## src/rmst_pkg.sv

```systemverilog
// Package for the range-minimum segment tree.
// Holds request codes, key constants and the per-level cell interface type.
`timescale 1ns / 1ps
package rmst_pkg;
  localparam logic REQ_SET   = 1'b0;
  localparam logic REQ_QUERY = 1'b1;
  localparam logic [31:0] KEY_MAX   = 32'hFFFF_FFFF;
  localparam logic [31:0] SIGN_FLIP = 32'h8000_0000;

  typedef struct packed {
    logic        vld;
    logic        is_query;
    logic [16:0] lo;     // level-local left node offset
    logic [16:0] hi;     // level-local right node offset
    logic        empty;  // climb finished
    logic [31:0] best;   // running minimum key or set key
  } lvl_tok_t;
endpackage

```

## src/rmst_root.sv

```systemverilog
// Root node register at the top of the cell chain.
// Depends on rmst_pkg.
`timescale 1ns / 1ps
module rmst_root
  import rmst_pkg::*;
(
  input  logic        clk,
  input  logic        rst,
  input  lvl_tok_t    tin,
  output logic        strobe,
  output logic [31:0] min_key,
  output logic        done
);
  logic [31:0] root;
  always_ff @(posedge clk) begin
    if (rst) begin
      root <= KEY_MAX; strobe <= 1'b0; done <= 1'b0;
    end else begin
      strobe <= tin.vld && tin.is_query;
      done <= tin.vld;
      if (tin.vld) begin
        if (tin.is_query) begin
          min_key <= (!tin.empty && tin.best > root) ? root : tin.best;
        end else begin
          root <= tin.best;
        end
      end
    end
  end
endmodule

```

## config.mk

```make
export PLATFORM = sky130hd
export DESIGN_NAME = rmst_root
export DESIGN_NICKNAME = d
export VERILOG_FILES = /design/src/rmst_pkg.sv /design/src/rmst_root.sv
export SDC_FILE = /design/constraint.sdc
export NUM_CORES = 1
export LEC_CHECK = 0
export BUFFER_PORTS_ARGS = -buffer_cell sky130_fd_sc_hd__buf_2
export CORE_MARGIN = 5
export CORE_UTILIZATION = 50
export CTS_BUF_LIST = sky130_fd_sc_hd__clkbuf_4
export CTS_CLUSTER_DIAMETER = 150
export DETAILED_ROUTE_END_ITERATION = 10
export PLACE_DENSITY = 0.82
export SYNTH_ARGS = -nofsm -noshare
export SYNTH_HDL_FRONTEND = slang
export SYNTH_SLANG_ARGS = --single-unit
export TNS_END_PERCENT = 50
```

## constraint.sdc

```tcl
create_clock -name clk -period 3.4 [get_ports clk]
set_input_delay 0.51 -clock clk [delete_from_list [all_inputs] [get_ports clk]]
set_output_delay 0.51 -clock clk [all_outputs]
set_load 0.05 [all_outputs]
```

==> metrics.txt, run 1 <==
critical-path cell list inv_1 > ha_1 > nand4_1 > or2_0 > nor3_1 > a31oi_1 > o21ai_4 > buf_4 > mux2_4; Synth Cell Area ~3400 µm²; synth top area cells edfxtp_1 28%, dfxtp_1 20%, mux2_4 13%, ha_1 12%, a211o_1 8.2%; Worst Hold Class in2reg; Syn. warnings 0; slowest stage delay, CP ~0.36 ns; Die Area 8620 µm²; crit share post-route 0.804; critical setup path kind reg2reg; DRT iter0 DRCs 93; Slew HR 0.552; WHS Path Cells 2; Max Clock Freq about 370 MHz; DR WL met2 approximately 3.5 mm; Initial Util 0.511; status finished clean; Cells after DPL 433; routed wire length between 6 and 7 mm; Post-Synthesis Cells ~290; Setup Viol. Count Final 0; hold buffers post-CTS 0; Slew Viols, Final 0; Worst Tran Pin Value ~0.67 ns; fin nets between 400 and 500; hold path start tin[27]; Die H 92.9 µm; post-synth top area cell edfxtp_1; number of detailed-route iterations in the first pass 4; WP data required about 3.6 ns; Compound-Gate Fraction of Synth Area 0.131; CTS resizes 0; count of non-filler cells in the finished layout about 450; Bufs on Longest Clock Path 2; grt ovf 0; VDD IR max approximately 0.22 mV; crit start category register; root buf cell clkbuf_4; Worst-path clk slew ~0.13 ns; Setup Buffers After CTS 0; Diodes inserted 0; sequential fraction of the synthesis area 0.478; Port-buffer cells 70; R2R depth 9; metal3 WL 406 µm; Post-Synth Adder-Cell Area 0.117; Leakage 2.06 nW; CP Data Arrival Time between 2 and 3 ns; post-synthesis simple-gate area fraction 0.0795; vias in the first global route 2,469; Final Hold Viols 0; hpwl dp approximately 4.8 mm; drt drc 0; Critical R2R Capture min_key[12]$_DFFE_PP_; antenna violations before repair 0; combinational family with the most area after synthesis multiplexers; CP Max Fanout 19; Max Used Layer met4; number of buffers and inverters on the critical path 2; family with the most delay on the worst path simple AND/OR/NAND/NOR gates; # IOs 105; Hold Path Sink root[27]$_SDFFE_PP1P_; XOR/XNOR Fraction of Synth Area 0; CTS Buf Count 9; antenna-violating nets left 0; maxcap violations 0; CTS Sinks 66; share of cells above drive strength 1 0.336; later-pin clock latency in the skew report about 0.44 ns; largest net degree at the start of global routing 65; RR Startpoint root[27]$_SDFFE_PP1P_; setup TNS 0 ns; flops & latches, synth 66; RSZ-0062 raised after global routing false; R2R setup slack roughly 0.66 ns; first-pass GRT wire length 11.4 mm; Worst Skew approximately 0.022 ns; CTS tree built; crit path capture type register; Wirelength per Cell between 15 and 20 µm; H-tree levels 3; mux cell area share after synthesis 0.138; Synth Area per Inst 11.7 µm²; die span in x 92.9 µm; GRT Util Overall 0.170; P per Cell Area about 470 nW/µm²; core area about 6700 µm²; min Tclk post-route about 2.7 ns; GPL Wtd Cong around 0.78; CP max-delay cell dfxtp_1; Critical Path Stages 9; drt via density 5.39; Synthesized Nets between 300 and 400; top cell type's share of synthesized area 0.280; via count about 2,400; num rows 30; Netlist cell types 32; filler instances 543; Area growth syn-to-layout 18.2%; M1 wire length just under 3 mm
-- power by group --
part / total, W / internal (W) / leakage [nW] / switching [W]
sequential: 0.000892 / 0.000876 / 0.575 / 0.0000158
clock: 0.000688 / 0.000383 / 0.0968 / 0.000306
combinational: 0.000316 / 0.000137 / 1.39 / 0.000179
total: 0.00190 / 0.00140 / 2.06 / 0.000501
-- cell usage in the layout, fill, tap and decap left out, drive strengths merged --
master	count
buf	74
dfxtp	34
inv	32
nor2	32
a211o	32
ha	32
edfxtp	32
mux2	32
a21oi	12
clkbuf	10
nand4	8
nor2b	5
o21ai	4
nand2	3
a21o	3
bufinv	3
o211ai	2
nor3	2
nand3	2
and2	2
clkinv	2
nand2b	1
or2	1
a41o	1
or3	1
a21boi	1
a211oi	1
o21a	1
o31a	1
and4	1
a31oi	1
clkinvlp	1
-- cell families (layout without fill, tap and decap cells) --
logic type      after synthesis  count (layout)
flops                        66              66
mux                          32              32
simple gates                 58              58
fa+ha+maj                    32              32
compound gates               59              59
buf+inv                      46             122
-- synth_stat cells (all sizes together) --
library cell	count
a211o	32
buf	4
nor2b	5
a41o	1
a21boi	1
and2	2
nand4	8
o21a	1
nand2	3
inv	32
o211ai	2
clkbuf	10
a31oi	1
ha	32
nand2b	1
a211oi	1
or2	1
nand3	2
nor3	2
o21ai	4
o31a	1
nor2	32
or3	1
a21o	3
and4	1
mux2	32
dfxtp	34
edfxtp	32
a21oi	12
-- per-stage QoR --
stage | cell area [µm²] | hold WS, ns | setup slack (ns) | util | power (W)
2_1_floorplan | 3430 | 0.533 | 0.956 | - | 0.00114
3_3_place_gp | 3860 | 0.536 | 0.460 | 0.575 | 0.00121
3_5_place_dp | 3860 | 0.544 | 0.403 | 0.575 | 0.00123
4_1_cts | 4060 | 0.286 | 0.620 | 0.604 | 0.00191
5_1_grt | 4060 | 0.276 | 0.487 | 0.604 | 0.00199
6_report | 4060 | 0.300 | 0.665 | 0.604 | 0.00190
-- how the worst max path moves through the flow --
stage | to | slack (ns) | from
after global routing | min_key[12]$_DFFE_PP_ | 0.49 | root[29]$_SDFFE_PP1P_
final | min_key[12]$_DFFE_PP_ | 0.66 | root[27]$_SDFFE_PP1P_
after global placement | min_key[9]$_DFFE_PP_ | 0.46 | tin[31]
after floorplan | min_key[10]$_DFFE_PP_ | 0.96 | tin[1]
after detailed placement | min_key[12]$_DFFE_PP_ | 0.40 | tin[30]
after CTS | min_key[12]$_DFFE_PP_ | 0.62 | root[27]$_SDFFE_PP1P_
-- routing by layer --
metal,track usage,vias up
met2,0.286,63
met4,0.0757,0
met5,0,-
li1,-,1202
met3,0.0463,11
met1,0.202,1144
-- area by class of cell --
class	count	area, µm²	share of cell area
Timing Repair Buffer	74	393	0.0969
Sequential cell	66	1640	0.405
Tap cell	80	100	0.0247
Clock inverter	6	115	0.0284
Clock buffer	10	75.1	0.0185
Inverter	32	120	0.0296
Multi-Input combinational cell	181	1610	0.397
-- flip-flops by register name, summed over array words and instances (netlist names) --
signal and flops:
done 1, min_key 32, root 32, strobe 1
Power figures use the tool's default switching activity.
==> run 2: changes to the inputs <==
CORE_UTILIZATION = 48   (was 50)
clock period = 2.3 ns   (was 3.4 ns; I/O delays follow)
==> metrics.txt, run 2 (synthesis gave the netlist of run 1 again) <==
filler instances between 500 and 600; WP data required around 2.5 ns; min Tclk post-route approximately 2.4 ns; critical setup path kind reg2reg; Cells after DPL approximately 500; most frequent CP cell nand4_1; Place WS -0.264 ns; first-pass GRT wire length ~13 mm; Die Area between 8000 and 9000 µm²; WHS Path Cells 2; root buf cell clkbuf_4; Worst-path clk slew 0.11 ns; Area growth syn-to-layout 35.1%; hpwl dp roughly 5.5 mm; Slew HR 0.705; GPL Wtd Cong approximately 0.78; antenna violations before repair 0; Max Clock Freq about 420 MHz; Die H between 90 and 100 µm; Worst Hold Class in2reg; RR Startpoint root[24]$_SDFFE_PP1P_; via count ~2,700; later-pin clock latency in the skew report about 0.40 ns; failing checks setup timing; largest net degree at the start of global routing between 60 and 70; hold path start rst; critical-path cell list inv_2 > ha_4 > nand4_1 > or2_1 > or3_1 > nand4_1 > o21ai_4 > buf_6 > buf_12 > mux2_4; Setup Viol. Count Final 32; Worst Skew around 0.011 ns; Port-buffer cells 70; Hold Path Sink done$_SDFF_PP0_; core area 6870 µm²; Initial Util 0.500; RSZ-0062 raised after global routing true; DRT iter0 DRCs 95; Final Hold Viols 0; Leakage between 2 and 2.5 nW; CTS tree built; fin area 4640 µm²; crit share post-route 1.04; commonest non-fill, non-tap cells in the layout 70 x buf_2, 44 x buf_4, 32 x nor2_1, 32 x a211o_1, 32 x edfxtp_1; antenna-violating nets left 0; drt via density just over 5; Worst Tran Pin Value ~0.44 ns; R2R setup slack -0.10 ns; setup ws final -0.103 ns; num rows 30; GRT Util Overall 0.188; P per Cell Area about 550 nW/µm²; DP Area ~4300 µm²; Diodes inserted 0; CP max-delay cell dfxtp_2; status finished with violations; Util after Layout 0.675; Critical R2R Capture min_key[10]$_DFFE_PP_; H-tree levels 3; Slew Viols, Final 0; slowest stage delay, CP roughly 0.37 ns; share of cells above drive strength 1 0.512; maxcap violations 0; grt ovf 0; CTS Buf Count 9; crit start category register; Pwr Total around 0.0026 W; count of non-filler cells in the finished layout around 510; fin nets roughly 520; routed wire length roughly 8 mm; Bufs on Longest Clock Path 2; Regs by FF count min_key x32, root x32; # IOs about 110; VDD IR max between 0.2 and 0.25 mV; CTS Sinks 66; vias in the first global route 2,780; CP Max Fanout 5; commonest non-fill, non-tap cell in the layout buf_2; Wirelength per Cell between 15 and 20 µm; R2R depth 10; CP Data Arrival Time 2.56 ns; drt drc 0; die span in x 94.6 µm; crit path capture type register; number of detailed-route iterations in the first pass 7
## run 2: final cells by class
type	count	area (µm²)	share of cell area
Timing Repair Buffer	123	833	0.180
Tap cell	96	120	0.0259
Multi-Input combinational cell	181	1800	0.388
Clock buffer	11	82.6	0.0178
Inverter	32	120	0.0259
Sequential cell	66	1660	0.358
Clock inverter	5	21.3	0.00459
## run 2: layer usage
metal  track usage  up-vias  part of all wire
met5             0        -                 0
met4        0.0938        0             0.029
met3        0.0446       23             0.053
met2         0.326       83              0.51
met1         0.218     1255              0.41
li1              -     1301                 -
## run 2: where the power goes
group | total (W) | switching, W | internal [W]
combinational | 0.000605 | 0.000307 | 0.000298
clock | 0.000633 | 0.000399 | 0.000233
sequential | 0.00133 | 0.0000265 | 0.00130
total | 0.00256 | 0.000733 | 0.00183
## run 2: worst max-delay path: cells and delay by family (launching register included)
family / cells / cell delay [ns]
adders and majority gates: 1 / 0.25
and+or+nand+nor: 4 / 0.83
muxes: 1 / 0.30
DFF: 1 / 0.37
buffers and inverters: 3 / 0.34
AOI/OAI and AO/OA: 1 / 0.07
## run 2: repair_timing
action / 4_1_cts / 5_1_grt
pin swaps: 12 / 6
cloned: 1 / 0
hold buffers: 0 / 0
setup endpoints to repair: 32 / 32
setup buffers: 3 / 0
gates resized for setup: 44 / 10
## run 2: worst max-delay path by stage
stage	start	to	slack, ns	depth (start not counted)
floorplan	tin[1]	min_key[10]$_DFFE_PP_	0.02	8
global placement	tin[1]	min_key[31]$_DFFE_PP_	-0.25	9
detailed placement	tin[1]	min_key[0]$_DFFE_PP_	-0.26	9
CTS	root[24]$_SDFFE_PP1P_	min_key[20]$_DFFE_PP_	-0.09	10
global route	root[24]$_SDFFE_PP1P_	min_key[9]$_DFFE_PP_	-0.21	10
finish	root[24]$_SDFFE_PP1P_	min_key[10]$_DFFE_PP_	-0.10	10
## run 2: through the flow
stage          TNS, ns  hold slack [ns]
2_1_floorplan        0            0.463
3_3_place_gp     -7.46            0.540
3_5_place_dp     -7.88            0.544
4_1_cts          -2.29            0.118
5_1_grt          -6.04            0.101
6_report         -2.78            0.126
