===== src/rmst_pkg.sv =====
// Package for the range-minimum segment tree.
// Holds request codes, key constants and the per-level cell interface type.
`timescale 1ns / 1ps
package rmst_pkg;
  localparam logic REQ_SET   = 1'b0;
  localparam logic REQ_QUERY = 1'b1;
  localparam logic [31:0] KEY_MAX   = 32'hFFFF_FFFF;
  localparam logic [31:0] SIGN_FLIP = 32'h8000_0000;

  typedef struct packed {
    logic        vld;
    logic        is_query;
    logic [16:0] lo;     // level-local left node offset
    logic [16:0] hi;     // level-local right node offset
    logic        empty;  // climb finished
    logic [31:0] best;   // running minimum key or set key
  } lvl_tok_t;
endpackage


===== src/rmst_ram.sv =====
// Generic single-port RAM with registered read.
// No dependencies.
`timescale 1ns / 1ps
module rmst_ram #(
  parameter int WIDTH = 32,
  parameter int DEPTH = 1024
) (
  input  logic                     clk,
  input  logic                     we,
  input  logic [$clog2(DEPTH)-1:0] addr,
  input  logic [WIDTH-1:0]         wdata,
  output logic [WIDTH-1:0]         rdata
);
  logic [WIDTH-1:0] mem [DEPTH];
  always_ff @(posedge clk) begin
    if (we) mem[addr] <= wdata;
    rdata <= mem[addr];
  end
endmodule


===== src/rmst_cell.sv =====
// One tree level: holds its nodes in a RAM that is cleared after reset, and
// takes one token at a time from the level below, only while idle. Depends on rmst_pkg, rmst_ram.
`timescale 1ns / 1ps
module rmst_cell
  import rmst_pkg::*;
#(
  parameter int AW = 4   // node address bits at this level (>=1)
) (
  input  logic          clk,
  input  logic          rst,
  input  logic          clr,
  input  logic [AW-1:0] clr_addr,
  input  lvl_tok_t      tin,
  // set path: tout carries the written key's minimum with its sibling upward
  output lvl_tok_t      tout,
  output logic          done
);
  localparam int N = 1 << AW;
  typedef enum logic [4:0] {
    S_IDLE = 5'b00001, S_RD0 = 5'b00010, S_RD1 = 5'b00100,
    S_RD2 = 5'b01000, S_OUT = 5'b10000
  } st_t;
  st_t st;
  lvl_tok_t t;
  logic [AW-1:0] addr;
  logic we;
  logic [31:0] wdata, rdata, rkey;

  rmst_ram #(.WIDTH(32), .DEPTH(N)) u_ram (
    .clk(clk), .we(we), .addr(addr), .wdata(wdata), .rdata(rdata)
  );

  // clear: fill with the largest key
  // set: write key at lo, read sibling lo^1; query: read lo then hi
  always_comb begin
    we = 1'b0; wdata = t.best; addr = t.lo[AW-1:0];
    if (clr) begin
      we = 1'b1; wdata = KEY_MAX; addr = clr_addr;
    end else begin
      case (st)
        S_RD0: begin
          if (!t.is_query) we = 1'b1;
          if (t.is_query) addr = t.lo[AW-1:0];
        end
        S_RD1: addr = t.is_query ? t.hi[AW-1:0] : (t.lo[AW-1:0] ^ AW'(1));
        default: ;
      endcase
    end
  end

  assign rkey = rdata;

  always_ff @(posedge clk) begin
    if (rst) begin
      st <= S_IDLE; tout <= '0; done <= 1'b0;
    end else begin
      tout.vld <= st == S_OUT;
      done <= st == S_OUT;
      case (st)
        S_IDLE: if (tin.vld) begin
          t <= tin; st <= S_RD0;
        end
        S_RD0: begin
          st <= S_RD1;
        end
        S_RD1: begin
          // lo read returns now for query
          if (t.is_query && !t.empty && t.lo[0])
            t.best <= (rkey < t.best) ? rkey : t.best;
          st <= S_RD2;
        end
        S_RD2: begin
          if (t.is_query) begin
            if (!t.empty && !t.hi[0] && !(t.lo[0] && t.lo == t.hi))
              t.best <= (rkey < t.best) ? rkey : t.best;
          end else begin
            t.best <= (rkey < t.best) ? rkey : t.best;
          end
          st <= S_OUT;
        end
        S_OUT: begin
          tout.is_query <= t.is_query;
          tout.best     <= t.best;
          if (t.is_query) begin
            tout.lo    <= {1'b0, t.lo[16:1]} + {16'd0, t.lo[0]};
            tout.hi    <= {1'b0, t.hi[16:1]} - {16'd0, ~t.hi[0]};
            tout.empty <= t.empty ||
              (({1'b0, t.lo} + {17'd0, t.lo[0]}) > ({1'b0, t.hi} - {17'd0, ~t.hi[0]})) ||
              (!t.hi[0] && t.hi == 17'd0);
          end else begin
            tout.lo    <= {1'b0, t.lo[16:1]};
            tout.hi    <= '0;
            tout.empty <= 1'b0;
          end
          st <= S_IDLE;
        end
        default: st <= S_IDLE;
      endcase
    end
  end
endmodule


===== config.mk =====
export PLATFORM = sky130hd
export DESIGN_NAME = rmst_cell
export DESIGN_NICKNAME = d
export VERILOG_FILES = /design/src/rmst_pkg.sv /design/src/rmst_ram.sv /design/src/rmst_cell.sv
export SDC_FILE = /design/constraint.sdc
export NUM_CORES = 1
export LEC_CHECK = 0
export BUFFER_PORTS_ARGS = -buffer_cell sky130_fd_sc_hd__buf_4
export CORE_MARGIN = 1
export CORE_UTILIZATION = 31
export CTS_BUF_LIST = sky130_fd_sc_hd__clkbuf_4 sky130_fd_sc_hd__clkbuf_8
export DETAILED_ROUTE_END_ITERATION = 7
export HOLD_SLACK_MARGIN = 0.12
export PLACE_DENSITY = 0.52
export SETUP_SLACK_MARGIN = 0.1
export SYNTH_ARGS = -nofsm -noshare
export SYNTH_HDL_FRONTEND = slang
export SYNTH_SLANG_ARGS = --single-unit

===== constraint.sdc =====
create_clock -name clk -period 11.1 [get_ports clk]
set_input_delay 1.665 -clock clk [delete_from_list [all_inputs] [get_ports clk]]
set_output_delay 1.665 -clock clk [all_outputs]
set_load 0.1 [all_outputs]

==> results of run 1 <==
-- routing by layer --
layer / wire length (um) / share of wire / track usage
met2: 34000 / 0.47 / 0.249
met5: 14 / 0.00019 / 0
met4: 1300 / 0.018 / 0.0423
met3: 3640 / 0.051 / 0.0279
met1: 33000 / 0.46 / 0.206
-- power by group through the flow --
stage          Clock [W]  Sequential (W)  Combinational, W
5_1_grt          0.00262         0.00290          0.000451
2_1_floorplan          0         0.00293          0.000288
4_1_cts          0.00251         0.00290          0.000420
3_3_place_gp           0         0.00295          0.000414
6_report         0.00245         0.00290          0.000413
3_5_place_dp           0         0.00295          0.000419
-- worst max-delay path by stage --
stage	start	to	cells after the start
after CTS	clr	u_ram.mem[2][20]	7
after floorplan	clr	u_ram.mem[4][0]	7
after global placement	clr	u_ram.mem[2][20]	7
after detailed placement	clr	u_ram.mem[2][20]	7
final	clr	u_ram.mem[2][21]	7
after global routing	clr	u_ram.mem[2][21]	7
-- cell usage in the layout (no fill, tap or decap), types with 3 or more instances in the layout --
cell type  instances
nand3b_1           8
or2_2             32
a2bb2oi_1          5
clkinv_2          19
clkbuf_8         128
nor2b_1            4
mux2_2            32
clkinv_1          20
buf_4            174
inv_1             36
nor3_2             6
o21ai_0           10
nand4_1           13
nand2b_1           5
a21o_1            12
or3_1              5
nand3_1           18
xnor2_1           22
nor3_1             9
nand2_1           98
a22oi_1            6
edfxtp_1         580
a21oi_1           51
nor2_4            12
dfxtp_1          106
nor3b_2            3
nor2_1            56
a211oi_1          16
and3_1             4
xor2_1            25
mux2i_1          485
nor4_1             3
clkbuf_4          29
bufinv_16          9
buf_12             3
ha_1              52
-- Yosys cell counts (32+ instances only) --
cell type,number
mux2i_1,485
edfxtp_1,580
inv_1,36
ha_1,52
nor2_1,68
mux2_2,32
a21oi_1,51
dfxtp_1,106
buf_2,32
nand2_1,98
clkbuf_1,37
or2_2,32
-- worst register-to-register path: cells and delay by family (launching register included) --
family	cells	cell delay, ns
AO/OA/AOI/OAI	6	2.48
adder cells (fa/ha/maj)	1	0.29
buffers and inverters	2	0.48
flip-flops	1	0.41
-- metrics by stage --
step | setup WS, ns | utilization | hold WS (ns) | power, W | instances
finish | 6.50 | 0.368 | 0.458 | 0.00575 | 3329
detailed placement | 5.60 | 0.340 | 0.452 | 0.00337 | 3113
CTS | 6.40 | 0.368 | 0.462 | 0.00583 | 3327
global route | 6.20 | 0.368 | 0.480 | 0.00597 | 3328
floorplan | 5.73 | - | 0.512 | 0.00322 | 1847
global placement | 5.58 | 0.340 | 0.452 | 0.00336 | 3113
-- cell families (layout without fill, tap and decap cells) --
family / after synthesis / after routing / share of synthesized area
flops: 686 / 686 / 0.681
mux: 517 / 517 / 0.182
simple gates: 289 / 289 / 0.0492
buf+inv: 133 / 427 / 0.0236
compound gates: 123 / 123 / 0.0281
fa+ha+maj: 52 / 52 / 0.0227
xor+xnor: 47 / 47 / 0.0143
other cells: 0 / 2 / 0
-- cell type report --
type                       instances  area share
clock buffer                     157      0.0587
inverter                          36     0.00401
clock inverter                    57      0.0169
antenna                            2    0.000148
timing repair buffer             177      0.0405
sequential                       686       0.579
tap                             1186      0.0440
multi-input combinational       1028       0.257
-- flip-flops by register name (all words and copies together) (netlist names) --
| name | flops |
|---|---|
| u_ram.rdata | 32 |
| u_ram.mem | 512 |
| st | 5 |
| t | 68 |
| done | 1 |
| tout | 68 |
==> flow_metrics.py, run 1 <==
metrics = {
    "status": {
        "run_status": "finished, final reports clean",
    },
    "global_routing": {
        "globalRouteOverflowTotal": 0,
        "grt_usage": 0.152,
        "grt_pass1_vias": 16154,
        "antenna_found_initial": 4,
        "grt_max_degree": 152,
        "grt_pass1_wl_um": 106000,
    },
    "final_layout": {
        "regArea_sq_um": 19500,
        "design_area_sq_um": 33700,
        "area_growth_pct": 17.5,
        "finalNetCount": 2170,
        "drive_above_1_share": 0.217,
        "multi_input_area_sq_um": 8660,
        "nFillCells": 8639,
    },
    "timing": {
        "totalNegativeSetupSlack_ns": 0,
        "worst_slew_pin_slew_ns": 1.31,
        "final.setup_skew_ns": 0.0708,
        "max_slew_margin": 0.124,
        "finalCriticalPeriod_ns": 4.60,
        "hold_viol": 0,
        "finalCritPeriodShare": 0.415,
        "rsz0062_at_grt": "false",
        "setup_viol": 0,
        "drv_slew": 0,
        "fmaxAchievable_mhz": 217,
    },
    "synthesis": {
        "ys_seq_area_frac": 0.681,
        "synth.top_cells.by_area": "edfxtp_1 (61%), mux2i_1 (17%), dfxtp_1 (7.4%)",
        "synth-edff-count": 580,
        "async_reset_ff_frac": 0,
        "syn_inst": 1847,
        "synth_flop_cell": "edfxtp_1",
        "synth_top_area_frac": 0.607,
        "yosysTopAreaCell": "edfxtp_1",
        "ys_warn_count": 0,
        "syn_avg_cell_area_sq_um": 15.5,
        "synth_cell_type_count": 58,
        "synthesis.nets": 1975,
        "ys_ff_latch": 686,
        "synthesis.area_sq_um": 28700,
    },
    "cts": {
        "cts_inserted_buffers": 113,
        "cts.clk_slew.worst_paths_ns": 0.06,
        "cts_buffer_depth": 3,
        "tritoncts": "done",
        "clk_latency_ns": 0.77,
        "clock_sinks": 686,
        "ctsHoldBuffers": 0,
        "cts_max_level": 3,
        "ctsResizeCount": 0,
        "post-cts-setup-buffers": 0,
        "cts_root_buf": "clkbuf_8",
    },
    "power_and_ir_drop": {
        "swShare": 0.234,
        "seqPwrFrac": 0.503,
        "clock_power_share": 0.425,
        "share_comb_of_total_power": 0.072,
        "leakagePower_nw": 12.4,
        "p_int_w": 0.00441,
        "power.density_nw_per_um2": 171,
        "p_switching_w": 0.00135,
        "peakVddDrop_mv": 0.0918,
    },
    "worst_setup_path": {
        "crit_top_cell": "buf_4",
        "rr_endpoint": "t[14]",
        "path_delay_family": "buffers and inverters",
        "reg2regPathDepth": 9,
        "crit_chain": "buf_4, nand2_1, o311ai_4, buf_12, nand2b_1, nor2_4, buf_4",
        "crit_path_max_fanout": 151,
        "endpoint_kind": "flop",
        "cp-start-kind": "input port",
        "critPathBufInv": 3,
        "cpPeakStageDelay_ns": 0.67,
        "rrSetupSlack_ns": 7.06,
        "cp_data_arrival_time_ns": 4.99,
        "crit_type": "input port to flop",
        "required_ns": 11.49,
        "r2r_start": "t[1]",
        "cp_slowest_cell": "buf_12",
    },
    "hold_path": {
        "holdPathStages": 2,
        "holdPathEnd": "tout[3]",
        "hp-class": "flop to flop",
        "min_from": "tout[3]",
    },
    "detailed_routing": {
        "drc": 0,
        "drtIter0Drc": 994,
        "via_per_inst": 4.74,
        "first_pass_iters": 5,
        "wl_um": 71900,
        "postRouteAntennaNets": 0,
        "dr_total_vias": 15774,
        "wl_per_cell_um": 21.6,
    },
    "die": {
        "dieArea_sq_um": 93800,
        "ioPinCount": 146,
        "num_rows": 111,
        "coreArea_sq_um": 91700,
        "die_height_um": 306,
        "start_util": 0.313,
        "die_x_um": 306,
    },
    "placed_design": {
        "place_area_sq_um": 31200,
        "dp_hpwl_um": 41400,
        "portBuffers": 145,
        "gp_congestion": 0.774,
    },
    "flow_run": {
        "maxCapViolCount": 0,
    },
}
Note: power is estimated with default switching activity, not from simulation.
==> run 2, diff against run 1 <==
- PLACE_DENSITY: 0.52 -> 0.54
- clock period: 11.1 -> 4.2 ns (I/O delays scaled with it)
==> run 2 against run 1 <==
Compared with the run above: register-to-register slack worse by 6.7 ns; clock-buffer cell count up 9; highest routed layer unchanged; first-iteration DRC count up 30%.
==> flow_metrics.py, run 2 (synthesis gave the netlist of run 1 again) <==
metrics = {
    "status": {
        "run_status": "finished, final reports clean",
    },
    "flow_run": {
        "maxCapViolCount": 0,
    },
    "placed_design": {
        "dp.cells": 3140,
        "portBuffers": 145,
        "gp_congestion": 0.802,
        "dp_hpwl_um": 45300,
    },
    "global_routing": {
        "grt_pass1_vias": 16422,
        "grt_usage": 0.155,
        "globalRouteOverflowTotal": 0,
        "grt_max_degree": 86,
        "grt_pass1_wl_um": 108000,
        "antenna_found_initial": 9,
    },
    "timing": {
        "worst_slew_pin_slew_ns": 1.06,
        "drv_slew": 0,
        "hold_viol": 0,
        "setup_viol": 0,
        "totalNegativeSetupSlack_ns": 0,
        "rsz0062_at_grt": "false",
        "final.setup_skew_ns": 0.0403,
        "max_slew_margin": 0.288,
        "finalCritPeriodShare": 0.923,
        "fmaxAchievable_mhz": 258,
        "finalCriticalPeriod_ns": 3.88,
    },
    "die": {
        "die_x_um": 306,
        "coreArea_sq_um": 91700,
        "dieArea_sq_um": 93800,
        "die_height_um": 306,
        "num_rows": 111,
        "start_util": 0.313,
        "ioPinCount": 146,
    },
    "detailed_routing": {
        "postRouteAntennaNets": 0,
        "via_per_inst": 4.75,
        "dr_total_vias": 16094,
        "wl_per_cell_um": 21.6,
        "drc": 0,
        "wl_um": 73200,
        "first_pass_iters": 5,
        "drtIter0Drc": 1288,
    },
    "worst_setup_path": {
        "cp_data_arrival_time_ns": 4.25,
        "cpPeakStageDelay_ns": 0.49,
        "cp-start-kind": "flop",
        "required_ns": 4.57,
        "endpoint_kind": "flop",
        "crit_chain": "inv_1, ha_1, a2111o_1, a31oi_1, o21ai_0, a221oi_2, o2111ai_1, a311oi_4, buf_4",
        "cp_slowest_cell": "a221oi_2",
        "crit_type": "flop to flop",
        "crit_path_max_fanout": 20,
    },
    "power_and_ir_drop": {
        "post-layout-total-power_w": 0.0150,
        "peakVddDrop_mv": 0.259,
        "power.density_nw_per_um2": 438,
        "leakagePower_nw": 12.7,
    },
    "final_layout": {
        "finalNetCount": 2234,
        "final_cells": 3391,
        "drive_above_1_share": 0.223,
        "nFillCells": 8646,
        "reg_top3": "u_ram.mem: 512 flops, t: 68 flops, tout: 68 flops",
        "largest_register": "u_ram.mem",
        "mostFrequentLayoutCells": "edfxtp_1 (580), mux2i_1 (485), buf_4 (198), clkbuf_8 (131), dfxtp_1 (106)",
        "largest_reg_flops": 512,
        "final_common_cell": "edfxtp_1",
        "area_growth_pct": 19.4,
    },
    "cts": {
        "post-cts-setup-buffers": 0,
        "cts_buffer_depth": 3,
        "cts.clk_slew.worst_paths_ns": 0.06,
        "cts_root_buf": "clkbuf_8",
        "clock_sinks": 686,
        "cts_max_level": 3,
        "tritoncts": "done",
        "cts_inserted_buffers": 112,
        "clk_latency_ns": 0.76,
    },
    "hold_path": {
        "hp-class": "input port to flop",
    },
}
-- run 2: cell count changes in the layout (fill, tap and decap cells not counted), moves of 2 or more --
cell,delta
clkinv_2,-6
clkbuf_4,+6
clkinv_1,-2
clkbuf_8,+3
nor3_4,+4
buf_4,+24
nor3_2,-4
bufinv_16,-4
dlygate4sd3_1,+38
buf_12,+3
-- run 2: per-layer routing --
layer / vias to the layer above / global-route usage / part of all wire
met5: - / 0 / 0.00079
met4: 10 / 0.0450 / 0.021
met3: 130 / 0.0379 / 0.056
met2: 385 / 0.247 / 0.46
met1: 8053 / 0.207 / 0.46
li1: 7516 / - / -
-- run 2: worst paths after layout --
path | from | endpoint | slack [ns] | cells after the start
worst min register to register | tout[29] | tout[29] | 0.46 | 2
worst max register to register | t[1] | t[19] | 0.32 | 9
worst min-delay path | tin[8] | t[8] | 0.18 | 2
worst max-delay path | t[1] | t[19] | 0.32 | 9
-- run 2: report_power, final --
group	internal (W)	total, W	switching [W]	leakage, nW
registers	0.00755	0.00765	0.0000997	6.01
logic	0.000477	0.00113	0.000651	5.40
clock network	0.00348	0.00623	0.00275	1.29
total	0.0115	0.0150	0.00350	12.7
-- run 2: area by class of cell --
class	count	area [sq um]	share of cell area
antenna	3	7.51	0.000219
sequential	686	19500	0.570
timing repair buffer	242	1990	0.0579
clock buffer	166	2070	0.0602
multi-input combinational	1028	8690	0.253
inverter	36	135	0.00394
clock inverter	44	385	0.0112
tap	1186	1480	0.0433
-- run 2: through the flow --
stage | setup WS (ns) | hold WS, ns | util | instance area [sq um]
global route | 0.201 | 0.137 | 0.374 | 34300
floorplan | 0.183 | 0.512 | - | 28700
CTS | 0.127 | 0.124 | 0.374 | 34300
global placement | 0.161 | 0.443 | 0.343 | 31400
detailed placement | 0.160 | 0.454 | 0.343 | 31400
finish | 0.323 | 0.184 | 0.374 | 34300
-- run 2: critical path: cells and delay by family, from the launching register on --
kind                       cells  cell delay [ns]
adders and majority gates      1             0.22
DFF                            1             0.42
buffers and inverters          2             0.54
AOI/OAI and AO/OA              6             2.28
-- run 2: what timing repair did --
item                                   in CTS  in global routing
setup endpoints to repair                   0                 11
endpoints found under the hold margin      38                  0
hold buffers                               38                  0
gates resized for setup                     0                  1
